**src/sv/dip_pkg.sv**
```systemverilog
package dip_pkg;

  // Result status codes
  typedef enum logic [1:0] {
    ST_OK        = 2'd0,
    ST_NO_DIGITS = 2'd1,
    ST_RANGE     = 2'd2
  } status_e;

  // Parser phases
  localparam logic [1:0] PH_BLANK  = 2'd0;  // skipping blanks
  localparam logic [1:0] PH_SIGN   = 2'd1;  // sign taken, no digit yet
  localparam logic [1:0] PH_DIGITS = 2'd2;  // inside a digit run
  localparam logic [1:0] PH_DROP   = 2'd3;  // dropping an overlong digit run

  // Character codes
  localparam logic [7:0] CH_ZERO  = 8'h30;
  localparam logic [7:0] CH_NINE  = 8'h39;
  localparam logic [7:0] CH_MINUS = 8'h2d;
  localparam logic [7:0] CH_PLUS  = 8'h2b;
  localparam logic [7:0] CH_SPACE = 8'h20;
  localparam logic [7:0] CH_TAB   = 8'h09;
  localparam logic [7:0] CH_NL    = 8'h0a;

  localparam int unsigned MAG_W = 31;
  localparam int unsigned VAL_W = 32;
  localparam logic [MAG_W-1:0] LIMIT_RESET = 31'h7fff_ffff;

  // Result queue geometry
  localparam int unsigned QDEPTH = 4;
  localparam int unsigned QPTR_W = 2;
  localparam int unsigned QCNT_W = 3;

  typedef struct packed {
    logic [1:0]       phase;
    logic [MAG_W-1:0] mag;
    logic             neg;
  } dip_state_t;

  typedef struct packed {
    logic             valid;
    logic [VAL_W-1:0] value;
    status_e          status;
  } dip_res_t;

  typedef struct packed {
    logic [VAL_W-1:0] value;
    status_e          status;
    logic             last;
  } dip_entry_t;

endpackage

```
**src/sv/decimal_integer_parser.sv**
```systemverilog
// Channel   | Dir | Handshake                   | Payload
// s_axis    | in  | s_axis_tvalid/s_axis_tready | tdata char_code, tlast end_of_stream
// m_axis    | out | m_axis_tvalid/m_axis_tready | tdata number_value, tuser status,
//           |     |                             | tlast last_of_item
// cfg       | in  | cfg_valid_i/cfg_ready_o     | cfg_data_i max_magnitude
//
// A character is taken into the input register, parsed from there when the queue has
// room, and its results (none, one or two) are written to a four-entry result queue.
// One character per cycle is sustained while the output accepts; the rate is
// bounded by the single output port, which drains one result per cycle, so a
// character giving two results takes the port for both. Parsing stalls while
// the queue has fewer than two free entries. Reset clears the parser to skipping
// blanks, empties the queue and sets the limit to 2147483647.
module decimal_integer_parser import dip_pkg::*; (
  input  logic             clk_i,
  input  logic             rst_ni,
  input  logic             s_axis_tvalid,
  output logic             s_axis_tready,
  input  logic [7:0]       s_axis_tdata,   // [7:0] char_code
  input  logic             s_axis_tlast,
  output logic             m_axis_tvalid,
  input  logic             m_axis_tready,
  output logic [VAL_W-1:0] m_axis_tdata,   // [31:0] number_value
  output logic [1:0]       m_axis_tuser,   // [1:0] status
  output logic             m_axis_tlast,
  input  logic             cfg_valid_i,
  output logic             cfg_ready_o,
  input  logic [MAG_W-1:0] cfg_data_i      // [30:0] max_magnitude
);

  logic [MAG_W-1:0]  limit_q;
  logic              in_valid_q;
  logic [7:0]        char_q;
  logic              eos_q;
  dip_state_t        state_q;
  dip_state_t        state_d;
  dip_res_t          res0;
  dip_res_t          res1;
  logic [1:0]        nres;
  logic              step_fire;
  logic              pop;
  dip_entry_t        mem_q [QDEPTH];
  logic [QPTR_W-1:0] wp_q;
  logic [QPTR_W-1:0] rp_q;
  logic [QCNT_W-1:0] cnt_q;
  logic [QPTR_W-1:0] wp_next;

  // Limit register
  assign cfg_ready_o = 1'b1;
  always_ff @(posedge clk_i or negedge rst_ni) begin
    if (!rst_ni) begin
      limit_q <= LIMIT_RESET;
    end else if (cfg_valid_i) begin
      limit_q <= cfg_data_i;
    end
  end

  // Parse only when at least two queue entries are free
  assign step_fire     = in_valid_q && (cnt_q <= QCNT_W'(QDEPTH - 2));
  assign s_axis_tready = !in_valid_q || step_fire;

  // Input register
  always_ff @(posedge clk_i or negedge rst_ni) begin
    if (!rst_ni) begin
      in_valid_q <= 1'b0;
    end else if (s_axis_tready) begin
      in_valid_q <= s_axis_tvalid;
    end
  end

  always_ff @(posedge clk_i) begin
    if (s_axis_tready && s_axis_tvalid) begin
      char_q <= s_axis_tdata;
      eos_q  <= s_axis_tlast;
    end
  end

  dip_step u_step (
    .state_i (state_q),
    .char_i  (char_q),
    .eos_i   (eos_q),
    .limit_i (limit_q),
    .state_o (state_d),
    .res0_o  (res0),
    .res1_o  (res1),
    .nres_o  (nres)
  );

  // Parser state
  always_ff @(posedge clk_i or negedge rst_ni) begin
    if (!rst_ni) begin
      state_q <= '0;
    end else if (step_fire) begin
      state_q <= state_d;
    end
  end

  // Result queue
  assign pop     = m_axis_tvalid && m_axis_tready;
  assign wp_next = wp_q + QPTR_W'(1);

  always_ff @(posedge clk_i) begin
    if (step_fire && (nres != 2'd0)) begin
      mem_q[wp_q] <= '{value: res0.value, status: res0.status, last: (nres == 2'd1)};
    end
    if (step_fire && (nres == 2'd2)) begin
      mem_q[wp_next] <= '{value: res1.value, status: res1.status, last: 1'b1};
    end
  end

  always_ff @(posedge clk_i or negedge rst_ni) begin
    if (!rst_ni) begin
      wp_q  <= '0;
      rp_q  <= '0;
      cnt_q <= '0;
    end else begin
      if (step_fire) begin
        wp_q <= wp_q + QPTR_W'(nres);
      end
      if (pop) begin
        rp_q <= rp_q + QPTR_W'(1);
      end
      cnt_q <= cnt_q + (step_fire ? QCNT_W'(nres) : '0) - QCNT_W'(pop);
    end
  end

  assign m_axis_tvalid = cnt_q != '0;
  assign m_axis_tdata  = mem_q[rp_q].value;
  assign m_axis_tuser  = 2'(mem_q[rp_q].status);
  assign m_axis_tlast  = mem_q[rp_q].last;

  // Checks
  a_cnt_bound: assert property (@(posedge clk_i) disable iff (!rst_ni)
    cnt_q <= QCNT_W'(QDEPTH)) else $error("result queue count beyond depth");

  a_no_overrun: assert property (@(posedge clk_i) disable iff (!rst_ni)
    step_fire |-> (cnt_q + QCNT_W'(nres) <= QCNT_W'(QDEPTH)))
    else $error("result queue overrun");

  a_err_zero: assert property (@(posedge clk_i) disable iff (!rst_ni)
    (m_axis_tvalid && (m_axis_tuser != 2'(ST_OK))) |-> (m_axis_tdata == '0))
    else $error("error result carries a nonzero value");

  a_drop_clear: assert property (@(posedge clk_i) disable iff (!rst_ni)
    (state_q.phase == PH_DROP) |-> ((state_q.mag == '0) && !state_q.neg))
    else $error("dropping phase holds a magnitude");

  a_mag_limit: assert property (@(posedge clk_i) disable iff (!rst_ni)
    (step_fire && (state_d.phase == PH_DIGITS)) |=> (state_q.mag <= $past(limit_q)))
    else $error("accumulated magnitude above limit");

endmodule

```
**src/sv/dip_step.sv**
```systemverilog
module dip_step import dip_pkg::*; (
  input  dip_state_t       state_i,
  input  logic [7:0]       char_i,
  input  logic             eos_i,
  input  logic [MAG_W-1:0] limit_i,
  output dip_state_t       state_o,
  output dip_res_t         res0_o,
  output dip_res_t         res1_o,
  output logic [1:0]       nres_o
);

  logic             is_digit;
  logic             is_blank;
  logic             is_sign;
  logic [MAG_W+3:0] prod;
  logic             over;
  logic [VAL_W-1:0] sval;
  dip_res_t         ra;
  dip_res_t         rb;

  // Character classes
  assign is_digit = char_i inside {[CH_ZERO:CH_NINE]};
  assign is_blank = char_i inside {CH_SPACE, CH_TAB, CH_NL};
  assign is_sign  = (char_i == CH_PLUS) || (char_i == CH_MINUS);

  // magnitude * 10 + digit, then limit check
  assign prod = ({4'b0, state_i.mag} << 3) + ({4'b0, state_i.mag} << 1)
              + {{(MAG_W){1'b0}}, char_i[3:0]};
  assign over = prod > {4'b0, limit_i};

  assign sval = state_i.neg ? (32'd0 - {1'b0, state_i.mag}) : {1'b0, state_i.mag};

  // One character step; ra comes from the current phase, rb from a fresh start
  always_comb begin
    state_o = state_i;
    ra      = '{valid: 1'b0, value: '0, status: ST_OK};
    rb      = '{valid: 1'b0, value: '0, status: ST_OK};
    if (eos_i) begin
      case (state_i.phase)
        PH_DIGITS: ra = '{valid: 1'b1, value: sval, status: ST_OK};
        PH_SIGN:   ra = '{valid: 1'b1, value: '0, status: ST_NO_DIGITS};
        default: ;
      endcase
      state_o = '0;
    end else if (is_digit) begin
      if (state_i.phase != PH_DROP) begin
        if (over) begin
          ra      = '{valid: 1'b1, value: '0, status: ST_RANGE};
          state_o = '{phase: PH_DROP, mag: '0, neg: 1'b0};
        end else begin
          state_o = '{phase: PH_DIGITS, mag: prod[MAG_W-1:0], neg: state_i.neg};
        end
      end
    end else begin
      // close whatever was pending
      case (state_i.phase)
        PH_SIGN:   ra = '{valid: 1'b1, value: '0, status: ST_NO_DIGITS};
        PH_DIGITS: ra = '{valid: 1'b1, value: sval, status: ST_OK};
        default: ;
      endcase
      // then treat the character as the start of a new number
      state_o = '0;
      if (is_sign) begin
        state_o = '{phase: PH_SIGN, mag: '0, neg: (char_i == CH_MINUS)};
      end else if (!is_blank) begin
        rb = '{valid: 1'b1, value: '0, status: ST_NO_DIGITS};
      end
    end
  end

  // Compact so the first valid result leads
  assign res0_o = ra.valid ? ra : rb;
  assign res1_o = rb;
  assign nres_o = {1'b0, ra.valid} + {1'b0, rb.valid};

endmodule

```
**config.mk**
```make
export PLATFORM = sky130hd
export DESIGN_NAME = decimal_integer_parser
export DESIGN_NICKNAME = d
export VERILOG_FILES = /design/src/sv/dip_pkg.sv /design/src/sv/decimal_integer_parser.sv /design/src/sv/dip_step.sv
export SDC_FILE = /design/constraint.sdc
export NUM_CORES = 1
export LEC_CHECK = 0
export BUFFER_PORTS_ARGS = -buffer_cell sky130_fd_sc_hd__buf_4
export CORE_MARGIN = 3
export CORE_UTILIZATION = 55
export CTS_CLUSTER_SIZE = 40
export DETAILED_ROUTE_END_ITERATION = 6
export PLACE_DENSITY = 0.73
export SKIP_CTS_REPAIR_TIMING = 1
export SYNTH_ARGS = -nofsm -noshare
export SYNTH_HDL_FRONTEND = slang
export SYNTH_HIERARCHICAL = 1
export SYNTH_SLANG_ARGS = --single-unit
```
**constraint.sdc**
```tcl
create_clock -name clk_i -period 9.7 [get_ports clk_i]
set_clock_uncertainty 0.2 [all_clocks]
set_input_delay 1.94 -clock clk_i [delete_from_list [all_inputs] [get_ports clk_i]]
set_output_delay 1.94 -clock clk_i [all_outputs]
set_load 0.01 [all_outputs]
```
==> results of run 1 <==
==> cells in the final DEF (no fill, tap or decap), drive strengths merged, types with 7 or more instances in the layout <==
master and count:
nand4 150, edfxtp 145, a21oi 118, buf 103, ha 102, o22ai 72
mux2 67, nor2 60, nand2 56, inv 56, o21ai 43, dfrtp 42
and2 41, nor2b 39, nor3 39, xor2 37, mux4 35, conb 34
clkbuf 33, dfstp 31, mux2i 29, xnor2 26, nand3 19, nand2b 10
o211ai 10, o21a 8, o31ai 8, clkinv 8, a211oi 7, a21o 7
or3 7, o41ai 7
==> registers in the layout, summed over array words and instances, names as in the netlist <==
name	count
state_q	34
limit_q	31
char_q	8
wp_q	2
rp_q	2
mem_q	140
in_valid_q	1
eos_q	1
cnt_q	3
==> power by group through the flow <==
stage | sequential (mW) | clock, mW | combinational, mW
finish | 1.21 | 0.922 | 1.37
floorplan | 1.19 | 0 | 1.02
detailed placement | 1.23 | 0 | 1.36
global placement | 1.22 | 0 | 1.35
global route | 1.22 | 0.978 | 1.47
CTS | 1.21 | 0.935 | 1.37
==> per-stage QoR <==
step	utilization, %	hold WS [ns]	area (µm²)	setup slack (ns)
2_1_floorplan	-	0.241	15700	1.65
3_3_place_gp	58.0	0.275	16200	2.26
3_5_place_dp	58.0	0.289	16200	1.97
4_1_cts	60.8	0.303	16900	1.98
5_1_grt	60.8	0.333	16900	1.54
6_report	60.8	0.303	16900	2.02
==> worst paths after layout <==
path,from,end,slack (ns),cells past startpoint
worst max-delay path,state_q[3]$_DFFE_PN0N_,mem_q[0][29]$_DFFE_PP_,2.02,24
worst min-delay path,mem_q[1][0]$_SDFFE_PP1P_,mem_q[1][0]$_SDFFE_PP1P_,0.30,1
worst max register to register,state_q[3]$_DFFE_PN0N_,mem_q[0][29]$_DFFE_PP_,2.02,24
worst min register to register,mem_q[1][0]$_SDFFE_PP1P_,mem_q[1][0]$_SDFFE_PP1P_,0.30,1
max in group asynchronous,rst_ni,rp_q[0]$_DFFE_PN0P_,7.25,2
min in group asynchronous,rst_ni,limit_q[3]$_DFFE_PN1P_,1.40,1
==> metal layers <==
metal | part of all wire, % | wire length [µm]
met3 | 6.8 | 2580
met4 | 2.7 | 1010
met5 | 0 | 0
met2 | 48 | 18200
met1 | 43 | 16300
==> cell type report <==
cell class / count / area, µm² / share of cell area (%)
Inverter: 55 / 206 / 1.22
Tap cell: 378 / 473 / 2.79
Clock buffer: 33 / 666 / 3.93
Multi-Input combinational cell: 1094 / 8400 / 49.5
Sequential cell: 222 / 6300 / 37.2
Timing Repair Buffer: 103 / 773 / 4.56
Clock inverter: 13 / 130 / 0.768
==> critical path, cell delays in order (launching register included) <==
cell,delay [ns]
dfrtp_1,0.55
fa_1,0.54
fa_1,0.50
a211o_1,0.27
a21oi_1,0.25
nor3_1,0.15
or3b_4,0.42
a21o_1,0.19
a21oi_1,0.17
xnor2_1,0.18
ha_1,0.29
a21oi_1,0.15
o21ai_0,0.09
a211oi_1,0.30
o311ai_0,0.19
a32oi_1,0.27
o211ai_1,0.20
nor4_4,0.36
nor3_1,0.16
nor2_1,0.15
ha_1,0.33
nor2b_1,0.26
nand2_1,0.14
a21oi_4,0.70
buf_4,0.37
==> key figures, run 1 <==
Outcome
  – Status: finished clean

Worst hold path
  – Worst Hold Class: register to register

Setup path
  – Startpoint Class: register
  – Worst-path fanout max: 21
  – Critical setup path kind: register to register
  – Setup crit end kind: register
  – CP required: 9.74 ns
  – Critical path data arrival time: approximately 7.7 ns

Die
  – Rows: 61
  – Die width: 175 µm
  – Die height: 175 µm
  – Core region area: 27900 µm²
  – IO Count: 83
  – Initial Util: 56.1%
  – Die Area: 30500 µm²

Synthesis
  – Syn_area_per_cell: 10.5 µm²
  – Ys Warns: 6
  – Mapped Area: 15600 µm²
  – Synth Instances: 1494

Clocking
  – Clk slew on worst S/H paths: around 0.060 ns
  – CTS tree: built
  – TritonCTS Buffers: 25
  – Clk sinks: 222
  – H-tree levels: 1
  – Root Buffer: clkbuf_16
  – Clock buffer depth: 3
  – Worst skew pair latency: 0.55 ns

Timing
  – Final Hold Fails: 0
  – Setup Viol. Count Final: 0
  – Setup TNS: 0 ns
  – RSZ-0062 raised after global routing: no
  – Max-slew headroom: between 10% and 20%
  – Tmin final: between 7 and 8 ns
  – Slew of the pin with the lowest slew margin: 1.20 ns
  – Period utilisation layout: 79.2%
  – Achievable Freq: roughly 0.13 GHz
  – Final count of pins violating max slew: 0

Global route
  – Initial antenna violation count: 0
  – Grt ovf: 0
  – GRT met1 Usage: 34.2%
  – Tot GR Track Use: 24.6%
  – Layer with the highest usage: met2
  – Number of global-route vias before repair: 12000
  – First-pass GRT wire length: 61800 µm
  – GRT met2 Usage: 41.1%
  – GRT met3 Usage: 2.58%
  – Pin count of the biggest net entering global routing: 82

Power and ir drop
  – Leakage Power: 6.59 nW
  – Power per cell area: 207 nW/µm²
  – Reg power frac: 34.5%
  – Sw frac: 38.8%
  – Comb pwr share: between 30% and 40%
  – Power Internal: 2.14 mW
  – Total chip power: 3.50 mW
  – Clk pwr share: 26.3%
  – Net Switching: 1.36 mW
  – VDD IR-drop max: between 0.1 and 0.15 mV

Placement
  – Placer Congestion: 0.874
  – Dpl hpwl: 24900 µm
  – Post-placement cell count: approximately 1900
  – Port Buffers: 81

Cells and area
  – # fillers: 2308
  – Layout area overhead: 8.51%
  – Layout Nets: 1651
  – Fin cells: 1898
  – Layout cells sized above 1: 20.1%
  – Antenna cell count: 0

Routing
  – DR vias/cell: 6.33
  – Initial DRC Count: 1655
  – Via Count: 12000
  – Post-route ant nets: 0
  – Drt wl/cell: ~20 µm
  – Drt first pass iters: 7
  – DRC: 0
  – Drt total wl: 38000 µm

Job
  – Max cap viols: 0
No activity file was read; power rests on OpenSTA's default activity.
==> run 2, diff against run 1 <==
Clock period 9.7 ns to 7.85 ns, I/O delays scaled along.
==> key figures, run 2 (synthesis results as in run 1) <==
Outcome
  – Status: finished clean

Clocking
  – Clk sinks: ~220
  – Root Buffer: clkbuf_16
  – TritonCTS Buffers: 25
  – Worst skew pair latency: 0.54 ns
  – H-tree levels: 1
  – CTS tree: built
  – Clk slew on worst S/H paths: 0.06 ns
  – Clock buffer depth: 3

Cells and area
  – Layout cells sized above 1: 20.2%
  – Top flop regs: mem_q x140, state_q x34, limit_q x31
  – Layout Nets: 1653
  – Most frequent cells in the layout: nand4_1, edfxtp_1, a21oi_1
  – Number of flip-flops under the largest register name: 140
  – Antenna cell count: 0
  – Layout area overhead: 9.08%
  – Commonest non-fill, non-tap cell in the layout: nand4_1
  – # fillers: 2294
  – Largest register by flop count: mem_q

Timing
  – Setup Viol. Count Final: 0
  – Setup TNS: 0 ns
  – Worst Hold Slack: 0.293 ns
  – Final Hold Fails: 0
  – RSZ-0062 raised after global routing: no
  – Final count of pins violating max slew: 0
  – Tmin final: about 7.4 ns
  – Achievable Freq: 0.136 GHz
  – Period utilisation layout: 93.8%
  – Max-slew headroom: 16.8%
  – Slew of the pin with the lowest slew margin: 1.24 ns

Routing
  – DRC: 0
  – DR vias/cell: 6.31
  – Initial DRC Count: 1343
  – Drt total wl: 37300 µm
  – Drt first pass iters: 5
  – Drt wl/cell: 19.6 µm
  – Post-route ant nets: 0
  – Via Count: 12000

Power and ir drop
  – VDD IR-drop max: 0.177 mV
  – Power per cell area: 258 nW/µm²
  – Leakage Power: 6.63 nW

Die
  – Initial Util: 56.1%
  – Die width: 175 µm
  – Core region area: about 28000 µm²
  – Die height: between 150 and 200 µm
  – Die Area: roughly 30000 µm²
  – IO Count: slightly above 80
  – Rows: 61

Global route
  – Pin count of the biggest net entering global routing: 109
  – Tot GR Track Use: 23.9%
  – Grt ovf: 0
  – First-pass GRT wire length: between 60000 and 70000 µm
  – Number of global-route vias before repair: 11600
  – Initial antenna violation count: 0

Setup path
  – CP required: ~8 ns
  – Startpoint Class: register
  – Setup crit end kind: register
  – Critical setup path kind: register to register
  – Critical path data arrival time: 7.42 ns
  – CP Launch Point: state_q[3]$_DFFE_PN0N_
  – Worst-path fanout max: 30
  – FF-to-FF Start: state_q[3]$_DFFE_PN0N_

Worst hold path
  – Hold Path Origin: mem_q[1][0]$_SDFFE_PP1P_
  – Worst Hold Class: register to register

Placement
  – Dpl hpwl: approximately 25000 µm
  – Port Buffers: 81
  – Placer Congestion: 0.904

Job
  – Max cap viols: 0
[run 2: worst paths after layout]
kind	endpoint	cells past startpoint	slack (ns)
max	mem_q[0][26]$_DFFE_PP_	24	0.49
min	mem_q[1][0]$_SDFFE_PP1P_	1	0.29
max reg2reg	mem_q[0][26]$_DFFE_PP_	24	0.49
min reg2reg	mem_q[1][0]$_SDFFE_PP1P_	1	0.29
max in group asynchronous	rp_q[0]$_DFFE_PN0P_	1	5.85
min in group asynchronous	state_q[6]$_DFFE_PN0N_	1	0.97
[run 2: critical path, stage by stage (launching register included)]
cell and delay [ns]:
dfrtp_1 0.55, fa_1 0.53, fa_1 0.50, a211o_1 0.27, a21oi_1 0.32, nor3_1 0.15, or3b_4 0.43, a21o_1 0.19
a21oi_1 0.17, xnor2_1 0.17, ha_1 0.28, a21oi_1 0.16, o21ai_0 0.10, a211oi_1 0.29, o311ai_0 0.18, a32oi_1 0.24
o211ai_1 0.16, nor4_4 0.28, nor3_1 0.15, or2_2 0.34, ha_1 0.29, or2_2 0.50, buf_4 0.32, nand4_1 0.15
o22ai_1 0.13
[run 2: layer usage]
layer	global-route usage, %	part of all wire, %	up-vias
met5	0	0	-
met4	6.75	2.2	0
met3	3.06	6.6	68
met2	39.1	47	485
met1	33.6	44	5771
li1	-	-	5659
[run 2: stage by stage]
stage | instances | total power [mW] | util, % | setup slack [ns] | area (µm²)
after CTS | 1900 | 4.40 | 61.2 | 0.613 | 17000
after floorplan | 1526 | 2.73 | - | 0.204 | 15700
after global routing | 1900 | 4.59 | 61.2 | 0.0961 | 17000
after global placement | 1854 | 3.18 | 58.1 | 0.814 | 16200
after detailed placement | 1854 | 3.20 | 58.1 | 0.633 | 16200
final | 1900 | 4.39 | 61.2 | 0.487 | 17000
[run 2: area by class of cell]
cell class	instances	area, µm²	area share, %
clock inverters	13	121	0.712
clock buffers	33	718	4.22
flip-flops and latches	222	6300	37.0
multi-input cells	1094	8400	49.3
repair buffers	105	813	4.77
well taps	378	473	2.78
inverters	55	206	1.21
[run 2: power breakdown]
group / internal, mW / switching [mW] / leakage, nW
Combinational: 0.594 / 1.10 / 3.91
Sequential: 1.40 / 0.102 / 2.31
Clock: 0.709 / 0.484 / 0.413
Total: 2.70 / 1.68 / 6.63
